File: config.mk
export PLATFORM = sky130hd
export DESIGN_NAME = bitmap_run_allocator_unit
export DESIGN_NICKNAME = d
export VERILOG_FILES = /design/src/rtl/core/bra_pkg.sv /design/src/rtl/core/bitmap_run_allocator_unit.sv /design/src/rtl/core/bra_map.sv /design/src/rtl/core/bra_scan.sv
export SDC_FILE = /design/constraint.sdc
export NUM_CORES = 1
export LEC_CHECK = 0
export BUFFER_PORTS_ARGS = -buffer_cell sky130_fd_sc_hd__buf_2
export CAP_MARGIN = 20
export CORE_UTILIZATION = 45
export DETAILED_ROUTE_END_ITERATION = 8
export GPL_TIMING_DRIVEN = 0
export REMOVE_ABC_BUFFERS = 1
export SLEW_MARGIN = 20
export SYNTH_ARGS = -nofsm -noshare
export SYNTH_HDL_FRONTEND = slang
export SYNTH_SLANG_ARGS = --single-unit
File: constraint.sdc
create_clock -name clk -period 28.4 [get_ports clk]
set_clock_uncertainty 0.1 [all_clocks]
set_input_delay 5.68 -clock clk [delete_from_list [all_inputs] [get_ports clk]]
set_output_delay 5.68 -clock clk [all_outputs]
set_load 0.01 [all_outputs]
File: src/rtl/core/bra_pkg.sv
// Shared types and constants for the bitmap run allocator.
// Used by bra_map, bra_scan and bitmap_run_allocator_unit; depends on nothing.
package bra_pkg;

  // Default map size and the digit that the map hands out each cycle while it shifts
  localparam int MAP_BITS_DEF = 256;
  localparam int DIGIT_BITS   = 8;
  localparam int DIGIT_LOG    = 3;

  // Command codes
  localparam logic [1:0] CMD_ALLOC = 2'd0;
  localparam logic [1:0] CMD_FREE  = 2'd1;
  localparam logic [1:0] CMD_FIND  = 2'd2;
  localparam logic [1:0] CMD_QUERY = 2'd3;

  // Largest run length the result field can carry
  localparam logic [8:0] RUN_LEN_MAX = 9'h1ff;

  typedef struct packed {
    logic [1:0] command;
    logic [7:0] start_index;
    logic [8:0] run_count;
    logic       find_value;
  } req_t;

  typedef struct packed {
    logic       success;
    logic [7:0] bit_index;
    logic [8:0] run_length;
  } rsp_t;

  // Status of the scan engine toward the top level
  typedef struct packed {
    logic idle;
    logic done;
  } stat_t;

endpackage

File: src/rtl/core/bitmap_run_allocator_unit.sv
// Top level of the bitmap run allocator: request/response handshake, output
// register and the scan engine over the circulating occupancy map.
// Depends on bra_pkg, bra_map and bra_scan.

// First-fit allocator over a MAP_BITS-bit occupancy map (cleared at reset),
// walked eight bits per cycle as the map rotates through a single digit
// port. Free, find and query take one rotation of the map; an alloc that
// succeeds takes a second rotation, marking the run. The result is then
// handed to the output register once that register is free, and the
// engine passes through idle before it takes the next item. One item is
// worked at a time; a new item is taken while the previous result still
// waits in the output register. MAP_BITS must be a multiple of 8.
module bitmap_run_allocator_unit #(
  parameter int MAP_BITS = bra_pkg::MAP_BITS_DEF
) (
  input  logic          clk,
  input  logic          rst,
  input  logic          req_valid,
  output logic          req_stall,
  input  bra_pkg::req_t req,
  output logic          rsp_valid,
  input  logic          rsp_stall,
  output bra_pkg::rsp_t rsp
);

  logic                           accept;
  logic                           take;
  logic                           shift;
  logic [bra_pkg::DIGIT_BITS-1:0] map_digit;
  logic [bra_pkg::DIGIT_BITS-1:0] wr_digit;
  bra_pkg::stat_t                 stat;
  bra_pkg::rsp_t                  rsp_data;

  // Take an item only when the engine is free
  assign req_stall = !stat.idle;
  assign accept    = req_valid && !req_stall;
  assign take      = stat.done && (!rsp_valid || !rsp_stall);

  bra_map #(
    .MAP_BITS(MAP_BITS)
  ) u_map (
    .clk     (clk),
    .rst     (rst),
    .shift   (shift),
    .wr_digit(wr_digit),
    .rd_digit(map_digit)
  );

  bra_scan #(
    .MAP_BITS(MAP_BITS)
  ) u_scan (
    .clk      (clk),
    .rst      (rst),
    .accept   (accept),
    .req      (req),
    .take     (take),
    .map_digit(map_digit),
    .wr_digit (wr_digit),
    .shift    (shift),
    .stat     (stat),
    .rsp_data (rsp_data)
  );

  // Output register: load a finished result, drop it when taken
  always_ff @(posedge clk) begin
    if (rst) begin
      rsp_valid <= 1'b0;
    end else if (take) begin
      rsp_valid <= 1'b1;
    end else if (!rsp_stall) begin
      rsp_valid <= 1'b0;
    end
  end

  always_ff @(posedge clk) begin
    if (take) begin
      rsp <= rsp_data;
    end
  end

  // An accepted item keeps the engine busy
  a_accept_busy: assert property (@(posedge clk) disable iff (rst)
    accept |=> !stat.idle)
    else $error("engine idle after accepting an item");

  // A handed-over result shows up at the output
  a_take_valid: assert property (@(posedge clk) disable iff (rst)
    take |=> rsp_valid)
    else $error("result lost on handover");

  // A failed command reports index zero and run length zero
  a_fail_index: assert property (@(posedge clk) disable iff (rst)
    (rsp_valid && !rsp.success) |-> (rsp.bit_index == 8'd0 && rsp.run_length == 9'd0))
    else $error("failure with nonzero index or length");

  // Only a query reports a run length, and it always succeeds at index zero
  a_len_query: assert property (@(posedge clk) disable iff (rst)
    (rsp_valid && rsp.run_length != 9'd0) |-> (rsp.success && rsp.bit_index == 8'd0))
    else $error("run length on a non-query result");

endmodule

File: src/rtl/core/bra_map.sv
// Occupancy map held as a circulating shift register, one digit per cycle while shift is high.
// Depends on bra_pkg for the digit width.
module bra_map #(
  parameter int MAP_BITS = bra_pkg::MAP_BITS_DEF
) (
  input  logic                           clk,
  input  logic                           rst,
  input  logic                           shift,
  input  logic [bra_pkg::DIGIT_BITS-1:0] wr_digit,
  output logic [bra_pkg::DIGIT_BITS-1:0] rd_digit
);

  logic [MAP_BITS-1:0] map;

  // Present the low digit; write back the updated digit at the top on each step
  assign rd_digit = map[bra_pkg::DIGIT_BITS-1:0];

  if (MAP_BITS > bra_pkg::DIGIT_BITS) begin : g_wide
    always_ff @(posedge clk) begin
      if (rst) begin
        map <= '0;
      end else if (shift) begin
        map <= {wr_digit, map[MAP_BITS-1:bra_pkg::DIGIT_BITS]};
      end
    end
  end else begin : g_single
    always_ff @(posedge clk) begin
      if (rst) begin
        map <= '0;
      end else if (shift) begin
        map <= wr_digit;
      end
    end
  end

endmodule

File: src/rtl/core/bra_scan.sv
// Command sequencer: walks the circulating map one digit a cycle and
// carries run, search and range state between digits. Depends on bra_pkg.
module bra_scan #(
  parameter int MAP_BITS = bra_pkg::MAP_BITS_DEF
) (
  input  logic                           clk,
  input  logic                           rst,
  input  logic                           accept,
  input  bra_pkg::req_t                  req,
  input  logic                           take,
  input  logic [bra_pkg::DIGIT_BITS-1:0] map_digit,
  output logic [bra_pkg::DIGIT_BITS-1:0] wr_digit,
  output logic                           shift,
  output bra_pkg::stat_t                 stat,
  output bra_pkg::rsp_t                  rsp_data
);

  localparam int DCNT = MAP_BITS / bra_pkg::DIGIT_BITS;
  localparam int DW   = (DCNT > 1) ? $clog2(DCNT) : 1;
  localparam int IW   = $clog2(MAP_BITS);
  localparam int RW   = $clog2(MAP_BITS + 1);
  localparam int XW   = ((IW > 9) ? IW : 9) + 1;

  typedef enum logic [3:0] {
    S_IDLE = 4'b0001,
    S_SCAN = 4'b0010,
    S_MARK = 4'b0100,
    S_DONE = 4'b1000
  } state_t;

  state_t        state;
  logic [1:0]    cmd;
  logic [7:0]    start;
  logic [8:0]    count;
  logic          value;
  logic [DW-1:0] dig;
  logic [RW-1:0] run;
  logic [RW-1:0] run_start;
  logic [RW-1:0] best;
  logic [RW-1:0] hit;
  logic          found;

  logic [RW-1:0] run_next;
  logic [RW-1:0] run_start_next;
  logic [RW-1:0] best_next;
  logic [RW-1:0] hit_next;
  logic          found_next;
  bra_pkg::rsp_t res_next;
  logic          last;

  assign last  = (dig == DW'(DCNT - 1));
  assign shift = (state == S_SCAN) || (state == S_MARK);
  assign stat.idle = (state == S_IDLE);
  assign stat.done = (state == S_DONE);

  // Process the eight bits of the current digit in index order
  always_comb begin
    logic [XW-1:0] pos;
    logic [XW-1:0] start_x;
    logic [XW-1:0] end_x;
    logic [XW-1:0] best_x;
    logic          b;
    run_next       = run;
    run_start_next = run_start;
    best_next      = best;
    hit_next       = hit;
    found_next     = found;
    wr_digit       = map_digit;
    start_x        = XW'(start);
    end_x          = XW'(start) + XW'(count);
    for (int j = 0; j < bra_pkg::DIGIT_BITS; j++) begin
      pos = (XW'(dig) << bra_pkg::DIGIT_LOG) | XW'(j);
      b   = map_digit[j];
      if (state == S_MARK) begin
        if ((pos >= XW'(run_start)) && (pos <= XW'(hit))) begin
          wr_digit[j] = 1'b1;
        end
      end else if (state == S_SCAN) begin
        case (cmd)
          bra_pkg::CMD_ALLOC: begin
            if (!found_next) begin
              if (!b) begin
                run_next = run_next + RW'(1);
                if (XW'(run_next) == XW'(count)) begin
                  found_next = 1'b1;
                  hit_next   = RW'(pos);
                end
              end else begin
                run_next       = '0;
                run_start_next = RW'(pos + XW'(1));
              end
            end
          end
          bra_pkg::CMD_FREE: begin
            if ((pos >= start_x) && (pos < end_x)) begin
              wr_digit[j] = 1'b0;
            end
          end
          bra_pkg::CMD_FIND: begin
            if (!found_next && (pos >= start_x) && (b == value)) begin
              found_next = 1'b1;
              hit_next   = RW'(pos);
            end
          end
          default: begin
            if (!b) begin
              run_next = run_next + RW'(1);
              if (run_next > best_next) begin
                best_next = run_next;
              end
            end else begin
              run_next = '0;
            end
          end
        endcase
      end
    end

    // Form the result from the state left after the last digit
    best_x              = XW'(best_next);
    res_next.success    = 1'b1;
    res_next.bit_index  = '0;
    res_next.run_length = '0;
    case (cmd)
      bra_pkg::CMD_ALLOC: begin
        res_next.success = found_next;
        if (found_next) begin
          res_next.bit_index = 8'(XW'(run_start_next));
        end
      end
      bra_pkg::CMD_FREE: begin
        res_next.success = 1'b1;
      end
      bra_pkg::CMD_FIND: begin
        res_next.success = found_next;
        if (found_next) begin
          res_next.bit_index = 8'(XW'(hit_next));
        end
      end
      default: begin
        if (best_x > XW'(bra_pkg::RUN_LEN_MAX)) begin
          res_next.run_length = bra_pkg::RUN_LEN_MAX;
        end else begin
          res_next.run_length = 9'(best_x);
        end
      end
    endcase
  end

  // Sequence: one full rotation per pass, a second rotation to mark a successful alloc
  always_ff @(posedge clk) begin
    if (rst) begin
      state <= S_IDLE;
      dig   <= '0;
    end else begin
      case (state)
        S_IDLE: begin
          if (accept) begin
            state <= S_SCAN;
            dig   <= '0;
          end
        end
        S_SCAN: begin
          dig <= last ? '0 : dig + DW'(1);
          if (last) begin
            if ((cmd == bra_pkg::CMD_ALLOC) && found_next) begin
              state <= S_MARK;
            end else begin
              state <= S_DONE;
            end
          end
        end
        S_MARK: begin
          dig <= last ? '0 : dig + DW'(1);
          if (last) begin
            state <= S_DONE;
          end
        end
        S_DONE: begin
          if (take) begin
            state <= S_IDLE;
          end
        end
        default: begin
          state <= S_IDLE;
        end
      endcase
    end
  end

  // Hold the command and the per-item scan state
  always_ff @(posedge clk) begin
    if ((state == S_IDLE) && accept) begin
      cmd       <= req.command;
      start     <= req.start_index;
      count     <= req.run_count;
      value     <= req.find_value;
      run       <= '0;
      run_start <= '0;
      best      <= '0;
      hit       <= '0;
      found     <= 1'b0;
    end else if (state == S_SCAN) begin
      run       <= run_next;
      run_start <= run_start_next;
      best      <= best_next;
      hit       <= hit_next;
      found     <= found_next;
    end
    if (((state == S_SCAN) || (state == S_MARK)) && last) begin
      rsp_data <= res_next;
    end
  end

endmodule
==> flow_summary.yaml, run 1 <==
clocking:
  cts-root-to-sink-buffers: 3
  cts-htree-levels: 2
  numCtsBuffers: 40
  clkSlewWorstSetupHoldPaths_ps: 70
  cts-root-buf: "clkbuf_16"
  cts_post_setup_buffers_inserted: 0
  cts-resized-gates: 0
  clock_latency_ps: 580
  cts-hold-fix-buffers: 0
  clock_tree_from_tritoncts: "built"
  clock_sink_count: 359
synthesis:
  synthesis.instances: 3247
  synth-seq-cells: 359
  synth.largest_area_cell: "dfxtp_1"
  synth.yosys.warnings: 0
  synth_compound_area_share_pct: 25.3
  main_combinational_cell_family_by_area_after_synthesis: "compound AO/OA/AOI/OAI gates"
  yosys.area_share.xor_xnor_pct: 5.12
  synth-async-reset-ratio_pct: 0
  synthesis.area_sq_um: 24600
  synth_edf_count: 56
  dominant_cells_by_area_after_synthesis: "dfxtp_1, nand2_1, a21oi_1"
  synth_top_cell_area_share_pct: 24.6
  synth.mux.area_fraction_pct: 2.22
  synth.lib_cells_used.distinct: 122
  synth_sequential_area_ratio_pct: 31.4
  synth-simple-area-share_pct: 24.7
  postSynthAreaPerCell_sq_um: 7.59
  post_synthesis_adder_cell_area_fraction_pct: 6.07
  synth_ff_type: "dfxtp_1"
global_routing:
  via_count_of_the_first_global_routing_pass: 22494
  antenna_found_initial: 1
  grt_overflow_total: 0
  grt_use_total_pct: 31.2
  wire_length_of_the_first_global_routing_pass_mm: 134
  gr-usage-met3_pct: 5.11
  grtUsageMet1_pct: 42.2
  most_crowded_layer_after_global_routing: "met2"
  grt_start_max_net_pins: 132
  use_met2_pct: 48.2
cells_and_area:
  layout-drive-gt1-share_pct: 7.72
  diodes: 0
  flow.area_growth_from_synthesis_pct: 9.08
  final_common_cell: "nand2_1"
  finalNetCount: 3299
  layout.cells.most_common_list: "nand2_1, a21oi_1, dfxtp_1, nor2_1, o21ai_0"
run:
  cap_violations: 0
setup_path:
  path_class: "register to register"
  worstPathRequired_ps: 28590
  crit_path_top_delay_cell: "dfxtp_1"
  slack_of_the_worst_reg_to_reg_path_ps: 6470
  r2r-start: "u_scan.run[0]"
  r2r-end: "u_scan.rsp_data[2]"
  worstRegToRegCells: 115
  path_common_cell: "o21ai_0"
  critPathMaxStageDelay_ps: 900
  timing.critical_path.from_type: "register"
  worst-path-max-fanout: 16
  critPathCaptureType: "register"
  worst_ep_arrival_time_ps: 22120
power_and_ir_drop:
  cellPowerDensity_nw_per_um2: 56.4
  total_power_mw: 1.52
  leakagePower_nw: 9.59
  reg_power_share_pct: 36.0
  cellInternalPower_uw: 993
  power_switching_uw: 523
  switching_share_pct: 34.5
  power.combinational.fraction_pct: 29.1
  clock_power_share_pct: 34.9
  worst_ir_drop_on_vdd_v: 0.0000383
timing:
  max_freq_mhz: 45.6
  rsz0062_at_grt: "no"
  maxSlewViolCount: 0
  worst_slew_pin_slew_ps: 1200
  timing.setup.tns_ps: 0
  setup_violations: 0
  report.final.hold_viol_count: 0
  fin_crit_ps: 21930
  timing.final.crit_share_pct: 77.2
  slew_headroom_pct: 19.8
floorplan:
  io-pin-count: 44
  floorplan.initialDensity_pct: 45.7
  die_area_sq_um: 55700
  core_area_sq_um: 53900
  floorplan.die.height_um: 236
  chipWidth_um: 236
  fp-row-count: 85
worst_hold_path:
  worst_hold_startpoint: "u_scan.rsp_data[17]"
  min_delay_worst_endpoint: "rsp[17]"
  holdCritPathClass: "register to register"
  whs_path_depth: 0
drt:
  drtPass1Iterations: 8
  ant_nets: 0
  drc: 0
  finalWirelength_mm: 88.8
  route.vias.total: 24306
  via_density: 6.26
  wl_per_cell_um: 22.9
  initial_drc_count: 2618
placement:
  buffer_ports.inserted: 43
  place.gp.congestion: 0.978
  place.detailed.hpwl_mm: 66.2
status:
  result_of_the_run: "complete, no violations"
kinds of logic after synthesis:
| family | Yosys count |
|---|---|
| and+or+nand+nor | 1316 |
| AOI/OAI and AO/OA | 957 |
| DFF | 359 |
| buffers and inverters | 325 |
| adders and majority gates | 119 |
| xor gates and xnor gates | 118 |
| muxes | 53 |
flip-flops by register name (all words and copies together), names as in the netlist:
signal / cells
u_scan.state: 4
u_scan.cmd: 2
u_scan.start: 8
rsp_valid: 1
u_scan.run_start: 9
u_scan.found: 1
u_scan.dig: 5
u_scan.run: 9
rsp: 18
u_scan.best: 9
u_scan.hit: 9
u_scan.value: 1
u_scan.count: 9
u_scan.rsp_data: 18
u_map.map: 256
layer usage:
| metal | vias to the layer above | part of all wire (%) |
|---|---|---|
| li1 | 11411 | - |
| met5 | - | 0.18 |
| met2 | 1108 | 44 |
| met4 | 5 | 4.6 |
| met1 | 11551 | 43 |
| met3 | 231 | 8.2 |
synthesized netlist by cell type, drive strengths merged, types with 13 or more instances:
library cell	instances
nand2	662
a21oi	408
dfxtp	303
nor2	236
clkbuf	174
o21ai	152
inv	120
ha	118
xnor2	76
nor3	73
nand3	63
edfxtp	56
nand2b	54
mux2i	39
o21a	37
a211oi	34
and2	32
buf	30
nand4	30
nor2b	29
a31oi	26
and3	26
nor4	26
xor2	26
o211ai	25
o31ai	24
or2	21
a21o	20
o22ai	20
a221oi	18
a22oi	16
o31a	16
xnor3	15
mux2	14
or3	13
final cells by class:
type	instances	area [sq um]
Fill cell	5281	27000
Multi-Input combinational cell	2563	15700
Sequential cell	359	7750
Clock buffer	56	1130
Tap cell	696	871
Timing Repair Buffer	71	766
Inverter	121	454
Clock inverter	18	223
power by group through the flow:
stage	Combinational, mW	Sequential [mW]	Clock [mW]
2_1_floorplan	0.298	0.543	0
3_3_place_gp	0.414	0.557	0
3_5_place_dp	0.429	0.556	0
4_1_cts	0.431	0.545	0.545
5_1_grt	0.480	0.546	0.563
6_report	0.441	0.546	0.529
worst max-delay path, delay by kind of cell, from the launching register on:
kind,cells,cell delay (ps)
muxes,4,1900
DFF,1,900
AOI/OAI and AO/OA,57,10500
buffers and inverters,3,260
xor gates and xnor gates,1,250
adders and majority gates,9,2930
and+or+nand+nor,41,4730
per-stage QoR:
stage	std cells	util (%)	instance area [sq um]	hold WS [ps]	setup slack, ps
final	3884	49.9	26900	318	6470
after global placement	3782	46.2	24900	306	2150
after CTS	3884	49.9	26900	319	6690
after global routing	3884	49.9	26900	321	4460
after floorplan	3043	-	23800	300	9950
after detailed placement	3810	47.4	25500	305	6770
worst max path at each step:
stage / startpoint / end / slack, ps / depth (start not counted)
detailed placement: u_scan.run[0] / u_scan.rsp_data[2] / 6770 / 117
floorplan: u_scan.state[3] / u_scan.rsp_data[8] / 9950 / 110
global placement: u_scan.state[1] / u_scan.rsp_data[2] / 2150 / 96
finish: u_scan.run[0] / u_scan.rsp_data[2] / 6470 / 115
global route: u_scan.run[0] / u_scan.rsp_data[2] / 4460 / 115
CTS: u_scan.run[0] / u_scan.rsp_data[2] / 6690 / 117
(Power assumes the default switching activity.)
==> run 2, diff against run 1 <==
- clock period: 28.4 -> 18.1 ns (I/O delays scaled with it)
==> flow_summary.yaml, run 2 (synthesis gave the netlist of run 1 again) <==
setup_path:
  r2r-start: "u_scan.run[0]"
  worst_ep_arrival_time_ps: 17650
  timing.critical_path.from_type: "register"
  worst-path-max-fanout: 10
  worstPathRequired_ps: 18310
  critPathCaptureType: "register"
  crit_path_top_delay_cell: "o21ai_0"
  path_class: "register to register"
  critical_path.startpoint: "u_scan.run[0]"
  critPathMaxStageDelay_ps: 720
power_and_ir_drop:
  cellInternalPower_mw: 1.62
  switching_share_pct: 35.2
  cellPowerDensity_nw_per_um2: 88.3
  clock_power_share_pct: 33.4
  worst_ir_drop_on_vdd_v: 0.0000621
  power.combinational.fraction_pct: 32.3
  leakagePower_nw: 10.1
  reg_power_share_pct: 34.3
  total_power_mw: 2.50
  power_switching_uw: 879
placement:
  placement.setup.worst_slack_ps: -3530
  place.gp.congestion: 0.978
  placed_cells_incl_taps: 3810
  place.detailed.hpwl_mm: 66.2
  buffer_ports.inserted: 43
  instance_area_at_placement_sq_um: 25500
floorplan:
  floorplan.die.height_um: 236
  core_area_sq_um: 53900
  floorplan.initialDensity_pct: 45.7
  die_area_sq_um: 55700
  io-pin-count: 44
  fp-row-count: 85
  chipWidth_um: 236
timing:
  rsz0062_at_grt: "yes"
  fin_crit_ps: 17440
  hold_slack_ps: 317
  max_freq_mhz: 57.3
  timing.final.crit_share_pct: 96.4
  report.final.hold_viol_count: 0
  setup_violations: 0
  worst_slack_ps: 656
  worst_slew_pin_slew_ps: 1200
  maxSlewViolCount: 0
  slew_headroom_pct: 19.6
run:
  cap_violations: 0
global_routing:
  grt_start_max_net_pins: 132
  via_count_of_the_first_global_routing_pass: 22865
  wire_length_of_the_first_global_routing_pass_mm: 137
  antenna_found_initial: 2
  grt_overflow_total: 0
  grt_use_total_pct: 31.9
drt:
  wl_per_cell_um: 23.5
  drc: 0
  finalWirelength_mm: 92.8
  ant_nets: 0
  initial_drc_count: 2669
  via_density: 6.27
  drtPass1Iterations: 6
  route.vias.total: 24798
cells_and_area:
  diodes: 0
  regMostFlops: "u_map.map"
  instances_no_fill: 3954
  largest_register_ff_count: 256
  finalNetCount: 3369
  layout.cells.most_common_list: "nand2_1, a21oi_1, dfxtp_1, nor2_1, inv_1"
  final_common_cell: "nand2_1"
  filler_cell_count: 5136
  design_area_sq_um: 28300
  flow.area_growth_from_synthesis_pct: 14.8
  reg_top3: "u_map.map x256, rsp x18, u_scan.rsp_data x18"
  layout-drive-gt1-share_pct: 13.1
clocking:
  cts-hold-fix-buffers: 0
  clkSlewWorstSetupHoldPaths_ps: 70
  clock_sink_count: 359
  numCtsBuffers: 40
  cts-htree-levels: 2
  cts-root-to-sink-buffers: 3
  clock_latency_ps: 590
  cts-root-buf: "clkbuf_16"
  clock_tree_from_tritoncts: "built"
status:
  result_of_the_run: "complete, no violations"
worst_hold_path:
  holdCritPathClass: "register to register"
  worst_hold_startpoint: "u_scan.rsp_data[17]"
run 2: cell types whose count changed in the layout (fill, tap and decap cells not counted), sizes merged:
cell  before  now
or4b       4    6
or4       12   13
buf       71  138
run 2: final timing paths:
check | to | slack, ps | depth (start not counted)
min reg2reg | rsp[17] | 320 | 0
max | u_scan.rsp_data[2] | 660 | 110
max reg2reg | u_scan.rsp_data[2] | 660 | 110
min | rsp[17] | 320 | 0
run 2: cell type report:
class	instances	area, sq um	share of cell area, %
clock buffer	56	1130	4.00
inverter	121	457	1.61
timing repair buffer	138	1360	4.80
tap	696	871	3.08
multi-input combinational	2566	16500	58.2
clock inverter	18	223	0.787
sequential	359	7780	27.5
run 2: metrics by stage:
step,setup TNS (ps),utilization [%]
2_1_floorplan,-4560,-
3_3_place_gp,-936720,46.2
3_5_place_dp,-60420,47.4
4_1_cts,0,51.0
5_1_grt,-2410,52.5
6_report,0,52.5
run 2: worst max-delay path, delay by kind of cell (launching register included):
kind,cells,cell delay [ps]
AOI/OAI and AO/OA,53,8090
adders and majority gates,9,2550
buffers and inverters,6,800
DFF,1,430
muxes,4,1260
and+or+nand+nor,38,3890
run 2: power groups by stage:
stage | logic (mW) | clock network, mW | registers [mW]
after floorplan | 0.468 | 0 | 0.853
after global routing | 0.864 | 0.885 | 0.856
final | 0.807 | 0.834 | 0.857
after global placement | 0.650 | 0 | 0.873
after detailed placement | 0.673 | 0 | 0.872
after CTS | 0.713 | 0.855 | 0.854
run 2: metal layers:
metal	GRT usage, %	share of wire [%]	vias to the layer above
li1	-	-	11576
met1	42.6	42	11761
met2	48.9	44	1191
met3	6.04	8.6	268
met4	16.6	5.4	2
met5	0	0.016	-
run 2: timing repair:
item                                   in CTS  in global routing
endpoints found under the hold margin       0                  0
pin swaps                                   7                 47
gates cloned                                3                  1
resized for setup                          81                120
setup endpoints to repair                  18                 18
setup buffers                              28                 38
